File: config.mk
export PLATFORM = sky130hd
export DESIGN_NAME = glyph_rotate_pixel_expander
export DESIGN_NICKNAME = d
export VERILOG_FILES = /design/src/sv/grpe_pkg.sv /design/src/sv/grpe_front.sv /design/src/sv/grpe_queue.sv /design/src/sv/grpe_back.sv /design/src/sv/glyph_rotate_pixel_expander.sv
export VERILOG_INCLUDE_DIRS = /design/src /design/src/sv
export SDC_FILE = /design/constraint.sdc
export NUM_CORES = 1
export LEC_CHECK = 0
export ABC_CLOCK_PERIOD_IN_PS = 8200
export BUFFER_PORTS_ARGS = -buffer_cell sky130_fd_sc_hd__buf_2
export CORE_MARGIN = 5
export CORE_UTILIZATION = 60
export DETAILED_ROUTE_END_ITERATION = 7
export PLACE_DENSITY_LB_ADDON = 0.12
export SKIP_LAST_GASP = 1
export SLEW_MARGIN = 20
export SYNTH_ARGS = -nofsm -noshare
export SYNTH_HDL_FRONTEND = slang
export SYNTH_SLANG_ARGS = --single-unit
File: constraint.sdc
create_clock -name clk -period 8.2 [get_ports clk]
set_input_delay 0.82 -clock clk [delete_from_list [all_inputs] [get_ports clk]]
set_output_delay 0.82 -clock clk [all_outputs]
set_load 0.005 [all_outputs]
File: src/sv/glyph_rotate_pixel_expander_assert.svh
// assertion macros for the glyph rotate pixel expander
// used by grpe_back to check its own control logic; no other dependencies
`ifndef GLYPH_ROTATE_PIXEL_EXPANDER_ASSERT_SVH
`define GLYPH_ROTATE_PIXEL_EXPANDER_ASSERT_SVH
`ifndef SYNTHESIS
`define GRPE_ASSERT_IMPL(name, clk_sig, rst_sig, ante, cons) \
  name: assert property (@(posedge clk_sig) disable iff (!rst_sig) (ante) |-> (cons)) \
    else $error("grpe check failed: same cycle");
`define GRPE_ASSERT_NEXT(name, clk_sig, rst_sig, ante, cons) \
  name: assert property (@(posedge clk_sig) disable iff (!rst_sig) (ante) |=> (cons)) \
    else $error("grpe check failed: next cycle");
`else
`define GRPE_ASSERT_IMPL(name, clk_sig, rst_sig, ante, cons)
`define GRPE_ASSERT_NEXT(name, clk_sig, rst_sig, ante, cons)
`endif
`endif

File: src/sv/grpe_pkg.sv
// shared types and constants for the glyph rotate pixel expander
// no dependencies
`timescale 1ns / 1ps

package grpe_pkg;

  localparam int DEF_MAX_GLYPH_SIDE = 255;
  localparam int DEF_COORD_BITS     = 12;

  localparam int ORIGIN_W    = 12;
  localparam int SIDE_W      = 8;
  localparam int PIX_W       = 13;
  localparam int COLOR_W     = 4;
  localparam int BYTE_W      = 8;
  localparam int BIT_IDX_W   = 3;
  localparam int COL_W       = 5;
  localparam int CFG_IDX_W   = 2;
  localparam int QUEUE_DEPTH = 2;
  localparam int QPTR_W      = $clog2(QUEUE_DEPTH);
  localparam int QCNT_W      = $clog2(QUEUE_DEPTH + 1);

  localparam logic [COLOR_W-1:0] FG_COLOR_RST  = 4'd0;
  localparam logic [COLOR_W-1:0] BG_COLOR_RST  = 4'd15;
  localparam logic               BG_TRANSP_RST = 1'b1;

  typedef enum logic [1:0] {
    ROT_0   = 2'd0,
    ROT_90  = 2'd1,
    ROT_180 = 2'd2,
    ROT_270 = 2'd3
  } rot_t;

  typedef enum logic [CFG_IDX_W-1:0] {
    CFG_FG_COLOR  = 2'd0,
    CFG_BG_COLOR  = 2'd1,
    CFG_BG_TRANSP = 2'd2
  } cfg_idx_t;

  typedef struct packed {
    logic                glyph_start;
    logic [ORIGIN_W-1:0] origin_x;
    logic [ORIGIN_W-1:0] origin_y;
    logic [SIDE_W-1:0]   glyph_width;
    logic [SIDE_W-1:0]   glyph_height;
    rot_t                rotation;
    logic [BYTE_W-1:0]   bitmap_byte;
  } in_item_t;

  typedef struct packed {
    logic [PIX_W-1:0]   pixel_x;
    logic [PIX_W-1:0]   pixel_y;
    logic [COLOR_W-1:0] pixel_color;
    logic               last_of_byte;
  } out_item_t;

  // one classified byte: fixed coordinate, start of the stepping one, and
  // the bits that give a write (index 0 is the leftmost pixel)
  typedef struct packed {
    logic [PIX_W-1:0]  fix_coord;
    logic [PIX_W-1:0]  var_start;
    logic              var_on_y;
    logic              var_down;
    logic [BYTE_W-1:0] write_mask;
    logic [BYTE_W-1:0] set_bits;
  } desc_t;

  typedef struct packed {
    logic full;
    logic empty;
  } q_status_t;

  typedef struct packed {
    logic [COLOR_W-1:0] fg_color;
    logic [COLOR_W-1:0] background_color;
  } colors_t;

endpackage

File: src/sv/grpe_front.sv
// front end: accepts bitmap bytes, tracks glyph position, classifies each byte
// depends on grpe_pkg
`timescale 1ns / 1ps

module grpe_front import grpe_pkg::*; #(
  parameter int MAX_GLYPH_SIDE = DEF_MAX_GLYPH_SIDE,
  parameter int COORD_BITS     = DEF_COORD_BITS
) (
  input  logic      clk,
  input  logic      rst_n,
  input  logic      in_valid,
  output logic      in_ready,
  input  in_item_t  in_data,
  input  logic      skip_clear,
  input  q_status_t q_status,
  output logic      q_push,
  output desc_t     q_data
);

  localparam int BASE_W = (COORD_BITS < ORIGIN_W) ? COORD_BITS : ORIGIN_W;
  localparam logic [SIDE_W-1:0] SIDE_LIM =
    (MAX_GLYPH_SIDE < (2 ** SIDE_W)) ? SIDE_W'(MAX_GLYPH_SIDE) : {SIDE_W{1'b1}};

  logic              active_r, active_nxt;
  logic [SIDE_W-1:0] row_r, row_nxt;
  logic [COL_W-1:0]  col_r, col_nxt;
  logic [BASE_W-1:0] base_x_r, base_y_r;
  logic [SIDE_W-1:0] width_r, height_r;
  rot_t              rot_r;

  logic              start, accept, eff_active;
  logic [BASE_W-1:0] eff_bx, eff_by;
  logic [SIDE_W-1:0] eff_w, eff_h, eff_row, in_w, in_h, dx0_8, rem;
  logic [COL_W-1:0]  eff_col;
  rot_t              eff_rot;
  logic [PIX_W-1:0]  bx, by, dy, dx0, w1, h1;
  logic [SIDE_W:0]   w_plus, row_inc;
  logic [COL_W:0]    bpr, col_inc;
  logic [BYTE_W-1:0] mask, bits;

  assign start  = in_data.glyph_start;
  assign accept = in_valid && in_ready;
  assign in_ready = !q_status.full;

  assign in_w = (int'(in_data.glyph_width) > MAX_GLYPH_SIDE) ? SIDE_LIM : in_data.glyph_width;
  assign in_h = (int'(in_data.glyph_height) > MAX_GLYPH_SIDE) ? SIDE_LIM : in_data.glyph_height;

  assign eff_w      = start ? in_w : width_r;
  assign eff_h      = start ? in_h : height_r;
  assign eff_bx     = start ? in_data.origin_x[BASE_W-1:0] : base_x_r;
  assign eff_by     = start ? in_data.origin_y[BASE_W-1:0] : base_y_r;
  assign eff_rot    = start ? in_data.rotation : rot_r;
  assign eff_row    = start ? '0 : row_r;
  assign eff_col    = start ? '0 : col_r;
  assign eff_active = start ? ((in_w != '0) && (in_h != '0)) : active_r;

  assign bx    = PIX_W'(eff_bx);
  assign by    = PIX_W'(eff_by);
  assign dy    = PIX_W'(eff_row);
  assign dx0_8 = {eff_col, {BIT_IDX_W{1'b0}}};
  assign dx0   = PIX_W'(dx0_8);
  assign w1    = PIX_W'(eff_w) - PIX_W'(1);
  assign h1    = PIX_W'(eff_h) - PIX_W'(1);
  assign rem   = eff_w - dx0_8;

  always_comb begin
    q_data = '0;
    unique case (eff_rot)
      ROT_0: begin
        q_data.fix_coord = by + dy;
        q_data.var_start = bx + dx0;
        q_data.var_on_y  = 1'b0;
        q_data.var_down  = 1'b0;
      end
      ROT_90: begin
        q_data.fix_coord = bx + h1 - dy;
        q_data.var_start = by + dx0;
        q_data.var_on_y  = 1'b1;
        q_data.var_down  = 1'b0;
      end
      ROT_180: begin
        q_data.fix_coord = by + h1 - dy;
        q_data.var_start = bx + w1 - dx0;
        q_data.var_on_y  = 1'b0;
        q_data.var_down  = 1'b1;
      end
      ROT_270: begin
        q_data.fix_coord = bx + dy;
        q_data.var_start = by + w1 - dx0;
        q_data.var_on_y  = 1'b1;
        q_data.var_down  = 1'b1;
      end
      default: ;
    endcase
    q_data.write_mask = mask;
    q_data.set_bits   = bits;
  end

  // msb first; padding bits past the width and transparent clear bits drop out
  always_comb begin
    for (int b = 0; b < BYTE_W; b++) begin
      bits[b] = in_data.bitmap_byte[BYTE_W-1-b];
      mask[b] = (SIDE_W'(b) < rem) && (bits[b] || !skip_clear);
    end
  end

  assign q_push = accept && eff_active && (|mask);

  assign w_plus  = {1'b0, eff_w} + (SIDE_W+1)'(BYTE_W - 1);
  assign bpr     = (COL_W+1)'(w_plus[SIDE_W:BIT_IDX_W]);
  assign col_inc = {1'b0, eff_col} + (COL_W+1)'(1);
  assign row_inc = {1'b0, eff_row} + (SIDE_W+1)'(1);

  always_comb begin
    active_nxt = 1'b0;
    row_nxt    = '0;
    col_nxt    = '0;
    if (eff_active) begin
      active_nxt = 1'b1;
      row_nxt    = eff_row;
      col_nxt    = col_inc[COL_W-1:0];
      if (col_inc >= bpr) begin
        col_nxt = '0;
        if (row_inc >= {1'b0, eff_h}) begin
          active_nxt = 1'b0;
          row_nxt    = '0;
        end else begin
          row_nxt = row_inc[SIDE_W-1:0];
        end
      end
    end
  end

  always_ff @(posedge clk) begin
    if (!rst_n) begin
      active_r <= 1'b0;
      row_r    <= '0;
      col_r    <= '0;
    end else if (accept) begin
      active_r <= active_nxt;
      row_r    <= row_nxt;
      col_r    <= col_nxt;
    end
  end

  always_ff @(posedge clk) begin
    if (!rst_n) begin
      base_x_r <= '0;
      base_y_r <= '0;
      width_r  <= '0;
      height_r <= '0;
      rot_r    <= ROT_0;
    end else if (accept && start) begin
      base_x_r <= eff_bx;
      base_y_r <= eff_by;
      width_r  <= eff_w;
      height_r <= eff_h;
      rot_r    <= eff_rot;
    end
  end

endmodule

File: src/sv/grpe_queue.sv
// short queue of classified bytes between front and back ends
// depends on grpe_pkg
`timescale 1ns / 1ps

module grpe_queue import grpe_pkg::*; (
  input  logic      clk,
  input  logic      rst_n,
  input  logic      push,
  input  desc_t     push_data,
  input  logic      pop,
  output desc_t     pop_data,
  output q_status_t status
);

  desc_t             entries_r [QUEUE_DEPTH];
  logic [QPTR_W-1:0] wr_ptr_r, rd_ptr_r;
  logic [QCNT_W-1:0] count_r, count_nxt;

  assign status.full  = (count_r == QCNT_W'(QUEUE_DEPTH));
  assign status.empty = (count_r == '0);
  assign pop_data     = entries_r[rd_ptr_r];

  always_comb begin
    count_nxt = count_r;
    if (push && !pop) count_nxt = count_r + QCNT_W'(1);
    else if (pop && !push) count_nxt = count_r - QCNT_W'(1);
  end

  always_ff @(posedge clk) begin
    if (!rst_n) begin
      wr_ptr_r <= '0;
      rd_ptr_r <= '0;
      count_r  <= '0;
    end else begin
      if (push) wr_ptr_r <= wr_ptr_r + QPTR_W'(1);
      if (pop) rd_ptr_r <= rd_ptr_r + QPTR_W'(1);
      count_r <= count_nxt;
    end
  end

  always_ff @(posedge clk) begin
    if (push) entries_r[wr_ptr_r] <= push_data;
  end

endmodule

File: src/sv/grpe_back.sv
// back end: walks each byte's write mask, one pixel write per cycle unless stalled
// depends on grpe_pkg and the assertion macro header
`timescale 1ns / 1ps
`include "glyph_rotate_pixel_expander_assert.svh"

module grpe_back import grpe_pkg::*; (
  input  logic      clk,
  input  logic      rst_n,
  input  colors_t   colors,
  input  q_status_t q_status,
  input  desc_t     q_data,
  output logic      q_pop,
  output logic      out_valid,
  input  logic      out_ready,
  output out_item_t out_data
);

  desc_t             cur_r;
  logic [BYTE_W-1:0] mask_r, mask_nxt;
  logic              out_valid_r, out_valid_nxt;
  out_item_t         out_data_r, out_data_nxt;

  logic                 have, advance, last_pix, load;
  logic [BIT_IDX_W-1:0] sel;
  logic [BYTE_W-1:0]    lowest, mask_left;
  logic [PIX_W-1:0]     var_coord;

  assign have      = |mask_r;
  assign advance   = have && (!out_valid_r || out_ready);
  assign lowest    = mask_r & (~mask_r + BYTE_W'(1));
  assign mask_left = mask_r & ~lowest;
  assign last_pix  = (mask_left == '0);
  assign load      = !q_status.empty && (!have || (advance && last_pix));
  assign q_pop     = load;

  always_comb begin
    sel = '0;
    for (int i = BYTE_W - 1; i >= 0; i--) begin
      if (mask_r[i]) sel = BIT_IDX_W'(i);
    end
  end

  assign var_coord = cur_r.var_down ? (cur_r.var_start - PIX_W'(sel))
                                    : (cur_r.var_start + PIX_W'(sel));

  always_comb begin
    out_data_nxt.pixel_x      = cur_r.var_on_y ? cur_r.fix_coord : var_coord;
    out_data_nxt.pixel_y      = cur_r.var_on_y ? var_coord : cur_r.fix_coord;
    out_data_nxt.pixel_color  = cur_r.set_bits[sel] ? colors.fg_color
                                                    : colors.background_color;
    out_data_nxt.last_of_byte = last_pix;
  end

  always_comb begin
    mask_nxt = mask_r;
    if (load) mask_nxt = q_data.write_mask;
    else if (advance) mask_nxt = mask_left;
    out_valid_nxt = out_valid_r;
    if (advance) out_valid_nxt = 1'b1;
    else if (out_ready) out_valid_nxt = 1'b0;
  end

  always_ff @(posedge clk) begin
    if (!rst_n) begin
      mask_r      <= '0;
      out_valid_r <= 1'b0;
    end else begin
      mask_r      <= mask_nxt;
      out_valid_r <= out_valid_nxt;
    end
  end

  always_ff @(posedge clk) begin
    if (load) cur_r <= q_data;
    if (advance) out_data_r <= out_data_nxt;
  end

  assign out_valid = out_valid_r;
  assign out_data  = out_data_r;

  // stalled output keeps the remaining bits of the byte in place
  `GRPE_ASSERT_NEXT(a_stall_holds_mask, clk, rst_n, out_valid_r && !out_ready && have, $stable(mask_r))
  // each emitted write retires exactly one bit
  `GRPE_ASSERT_NEXT(a_one_bit_per_write, clk, rst_n, advance && !load, ($countones(mask_r) + 1) == $past($countones(mask_r)))
  // when a byte runs out, its final write sits in the output register marked last
  `GRPE_ASSERT_IMPL(a_end_marks_last, clk, rst_n, !have && $past(have), out_valid_r && out_data_r.last_of_byte)

endmodule

File: src/sv/glyph_rotate_pixel_expander.sv
// top level of the rotated 1bpp glyph pixel expander: config registers and wiring
// depends on grpe_pkg, grpe_front, grpe_queue and grpe_back
`timescale 1ns / 1ps

// The block takes one glyph bitmap byte per transaction on the input channel and
// turns it into 0 to 8 pixel writes on the output channel, one write per cycle
// while out_ready does not stall the output. The writes of a byte, 8 for a full
// opaque byte, go out one pixel at a time through the single output register
// of the back end. The front end takes a byte every cycle while its two-entry
// queue has room, so the next bytes are classified while earlier writes are still
// going out. An accepted byte passes the queue entry and the back end's byte
// registers before its first write reaches the output register.
// Configuration writes take effect the next cycle and should be issued only while
// no glyph bytes are in flight.

module glyph_rotate_pixel_expander import grpe_pkg::*; #(
  parameter int MAX_GLYPH_SIDE = DEF_MAX_GLYPH_SIDE,
  parameter int COORD_BITS     = DEF_COORD_BITS
) (
  input  logic                 clk,
  input  logic                 rst_n,
  input  logic                 in_valid,
  output logic                 in_ready,
  input  in_item_t             in_data,
  output logic                 out_valid,
  input  logic                 out_ready,
  output out_item_t            out_data,
  input  logic                 cfg_we,
  input  logic [CFG_IDX_W-1:0] cfg_index,
  input  logic [COLOR_W-1:0]   cfg_wdata
);

  logic [COLOR_W-1:0] fg_color_r, bg_color_r;
  logic               bg_transp_r;

  colors_t   colors;
  q_status_t q_status;
  logic      q_push, q_pop;
  desc_t     q_in, q_out;

  always_ff @(posedge clk) begin
    if (!rst_n) begin
      fg_color_r  <= FG_COLOR_RST;
      bg_color_r  <= BG_COLOR_RST;
      bg_transp_r <= BG_TRANSP_RST;
    end else if (cfg_we) begin
      unique case (cfg_idx_t'(cfg_index))
        CFG_FG_COLOR:  fg_color_r  <= cfg_wdata;
        CFG_BG_COLOR:  bg_color_r  <= cfg_wdata;
        CFG_BG_TRANSP: bg_transp_r <= cfg_wdata[0];
        default: ;
      endcase
    end
  end

  assign colors.fg_color         = fg_color_r;
  assign colors.background_color = bg_color_r;

  grpe_front #(
    .MAX_GLYPH_SIDE(MAX_GLYPH_SIDE),
    .COORD_BITS    (COORD_BITS)
  ) u_front (
    .clk       (clk),
    .rst_n     (rst_n),
    .in_valid  (in_valid),
    .in_ready  (in_ready),
    .in_data   (in_data),
    .skip_clear(bg_transp_r),
    .q_status  (q_status),
    .q_push    (q_push),
    .q_data    (q_in)
  );

  grpe_queue u_queue (
    .clk      (clk),
    .rst_n    (rst_n),
    .push     (q_push),
    .push_data(q_in),
    .pop      (q_pop),
    .pop_data (q_out),
    .status   (q_status)
  );

  grpe_back u_back (
    .clk      (clk),
    .rst_n    (rst_n),
    .colors   (colors),
    .q_status (q_status),
    .q_data   (q_out),
    .q_pop    (q_pop),
    .out_valid(out_valid),
    .out_ready(out_ready),
    .out_data (out_data)
  );

endmodule
==> results.json <==
{
  "dieArea_um2": 29500,
  "final-hold-violation-count": 0,
  "cts_max_level": 1,
  "hold_buffers": 0,
  "placed_cell_area_um2": 16500,
  "fp.dieW_um": 172,
  "synth_enable_flop_cells": 155,
  "use_met3_pct": 2.85,
  "cts_tree": "built",
  "fin_crit_ps": 5310,
  "overflow": 0,
  "synthesis.instances": 1539,
  "cp-start-kind": "input pin",
  "grt_pass1_wl_um": 59300,
  "ys_top_cells_by_area": "edfxtp_1, dfxtp_1, ha_1",
  "gp_congestion": 0.943,
  "drcViolationCount": 0,
  "critPathCaptureType": "flop",
  "start_util_pct": 60.6,
  "yosysWarnings": 0,
  "final_max_slew_viol_count": 0,
  "yosys.cell_types.count": 78,
  "crit_chain": "buf_4 -> mux2i_4 -> inv_1 -> nand2_1 -> nand2_1 -> a21boi_0 -> ha_1 -> a21o_1 -> a21o_1 -> a2111oi_0 -> o21ai_0 -> and4_1 -> o21ai_0 -> nand3_1",
  "antenna_left": 0,
  "setup_tns_ps": 0,
  "syn_area_um2": 15700,
  "antenna_cells": 0,
  "postCtsSetupBuffers": 0,
  "use_met2_pct": 42.3,
  "mostFrequentLayoutCell": "nand2_1",
  "synth_top_cell_area_share_pct": 29.7,
  "critPathSlowestCell": "nand2_1",
  "grt.busiest_layer": "met2",
  "slew_headroom_pct": 43.0,
  "die_h_um": 172,
  "synth_top_area_cell": "edfxtp_1",
  "cts_buffers": 25,
  "cts_repair_resize_count": 0,
  "cpPeakStageDelay_ps": 720,
  "cts.path.max_buffers": 3,
  "worst_pin_slew_ps": 831,
  "fill_cells": 2042,
  "required_ps": 8480,
  "antenna_found_initial": 0,
  "groute.layer.met1.usage_pct": 34.4,
  "crit_arrival_ps": 5580,
  "routed-via-count": 11700,
  "outcome": "finished clean",
  "async_flop_share_pct": 0,
  "core_um2": 25900,
  "cp_max_fo": 40,
  "worstHoldPathType": "flop to flop",
  "routed_wl_um": 36700,
  "seq_area_um2": 6240,
  "dpl.hpwl_um": 27700,
  "root_buffer": "clkbuf_16",
  "routedWlPerCell_um": 18.6,
  "fin_skew_ps": 27.3,
  "area_growth_pct": 10.5,
  "ys_ff_latch": 234,
  "power_w": 0.00598,
  "fmax_mhz": 188,
  "critical-path-top-delay-family": "compound AO/OA/AOI/OAI gates",
  "final_area_um2": 17300,
  "grt_pass1_vias": 11600,
  "ys_seq_area_share_pct": 39.7,
  "clock_latency_ps": 560,
  "peakVddDrop_mv": 0.358,
  "syn_area_per_cell_um2": 10.2,
  "drive_gt1_share_pct": 14.1,
  "final_nets": 1835,
  "syn-num-nets": 1753,
  "rsz0062_at_grt": "false",
  "drtIter0Drc": 934,
  "multi_input_area_um2": 8830,
  "first_pass_iters": 5,
  "cts_sinks": 234,
  "power_leakage_nw": 7.21,
  "grt_max_degree": 85,
  "path_buf_inv": 2,
  "globalRouteTotalUtil_pct": 24.9,
  "power_density_nw_per_um2": 345,
  "maxCapViolations": 0,
  "path_clk_slew_ps": 60,
  "synth_flop_cell": "edfxtp_1",
  "setup_viol": 0,
  "layout_common_cells": "nand2_1, edfxtp_1, ha_1",
  "io_pins": 95,
  "io_buffers": 94,
  "critPathKind": "input pin to flop",
  "via_per_inst": 5.91,
  "num_rows": 59,
  "period_share_pct": 64.7
}
## Yosys cell counts (4+ instances only)
| library cell | number |
|---|---|
| o21ai_0 | 55 |
| nor2_1 | 69 |
| mux2_4 | 4 |
| nand3_1 | 33 |
| inv_1 | 114 |
| buf_2 | 13 |
| o221ai_1 | 7 |
| o31ai_1 | 4 |
| nand4b_1 | 4 |
| a21boi_0 | 54 |
| o311ai_0 | 4 |
| o211ai_1 | 6 |
| edfxtp_1 | 155 |
| buf_4 | 4 |
| fa_1 | 30 |
| or3_1 | 8 |
| a21boi_1 | 5 |
| nor3_1 | 16 |
| nand2b_1 | 28 |
| nor4_1 | 6 |
| ha_1 | 122 |
| o21bai_1 | 9 |
| o22ai_1 | 9 |
| o32a_1 | 5 |
| clkbuf_1 | 30 |
| or2_2 | 4 |
| a31oi_1 | 11 |
| dfxtp_1 | 79 |
| mux2i_1 | 70 |
| and3_1 | 6 |
| a21oi_1 | 65 |
| mux2_2 | 54 |
| o21a_1 | 18 |
| nand3b_1 | 6 |
| a211oi_1 | 4 |
| a21o_1 | 38 |
| nand2_1 | 175 |
| xor2_1 | 31 |
| xnor2_1 | 62 |
| and2_1 | 12 |
| nor2b_1 | 33 |
| a22oi_1 | 17 |
## metrics by stage
stage | util (%) | cells | worst slack (ps) | hold WS, ps
after floorplan | - | 1539 | 1900 | 429
after global placement | 63.5 | 1928 | 2520 | 440
after detailed placement | 63.6 | 1929 | 2420 | 457
after CTS | 66.9 | 1975 | 2970 | 467
after global routing | 66.9 | 1975 | 2570 | 473
final | 66.9 | 1975 | 2890 | 462
## cells by family after synthesis
| group | count (synthesis) | synth area share (%) |
|---|---|---|
| flops | 234 | 39.7 |
| fa+ha+maj | 153 | 13.6 |
| compound gates | 342 | 14.9 |
| xor+xnor | 93 | 5.19 |
| simple gates | 417 | 12.7 |
| buf+inv | 165 | 4.15 |
| mux | 135 | 9.72 |
## area by class of cell
cell class | instances | share of cell area (%)
clock inverters | 21 | 1.33
repair buffers | 105 | 3.27
multi-input cells | 1140 | 50.9
clock buffers | 25 | 3.61
inverters | 115 | 2.49
well taps | 335 | 2.42
flip-flops and latches | 234 | 36.0
## layer usage
metal | vias to the layer above | share of wire [%]
li1 | 5702 | -
met1 | 5527 | 44
met2 | 382 | 47
met3 | 64 | 6.0
met4 | 0 | 2.8
met5 | - | 0
## worst reg2reg max path: stages (launching register included)
cell       delay, ps
dfxtp_1          350
mux2i_4          570
inv_1            490
nand2_1          720
nand2_1          100
a21boi_0         160
ha_1             290
a21o_1           190
a21o_1           230
a2111oi_0        720
o21ai_0          240
and4_1           230
o21ai_0          160
nand3_1          140
## sequential cells by signal, summed over array words and instances (netlist names), named ones only
register and count:
u_queue.rd_ptr_r 1, u_front.width_r 8, u_front.row_r 8, fg_color_r 4
u_queue.count_r 2, u_front.col_r 5, u_queue.wr_ptr_r 1, u_queue.entries_r 88
u_back.out_data 31, u_front.rot_r 2, bg_transp_r 1, bg_color_r 4
u_back.mask_r 8, u_front.base_x_r 12, u_front.active_r 1, u_front.base_y_r 12
u_back.out_valid 1, u_front.height_r 8, u_back.cur_r 36
## where the power goes
part / internal (W) / leakage, nW / switching, W / total [W]
clock network: 0.000688 / 0.403 / 0.000486 / 0.00117
registers: 0.00175 / 2.10 / 0.000130 / 0.00188
logic: 0.00124 / 4.70 / 0.00169 / 0.00293
## worst paths after layout
kind                                    startpoint  cells past startpoint  slack (ps)                                 end
setup / recovery                       in_data[50]                     14        2890  u_queue.entries_r[1][40]$_DFFE_PP_
hold / removal    u_front.base_y_r[3]$_SDFFE_PN0P_                      2         460    u_front.base_y_r[3]$_SDFFE_PN0P_
setup reg to reg     u_front.rot_r[1]$_SDFFE_PN0P_                     13        3320  u_queue.entries_r[1][40]$_DFFE_PP_
hold reg to reg   u_front.base_y_r[3]$_SDFFE_PN0P_                      2         460    u_front.base_y_r[3]$_SDFFE_PN0P_
Note: power is estimated with default switching activity, not from simulation.
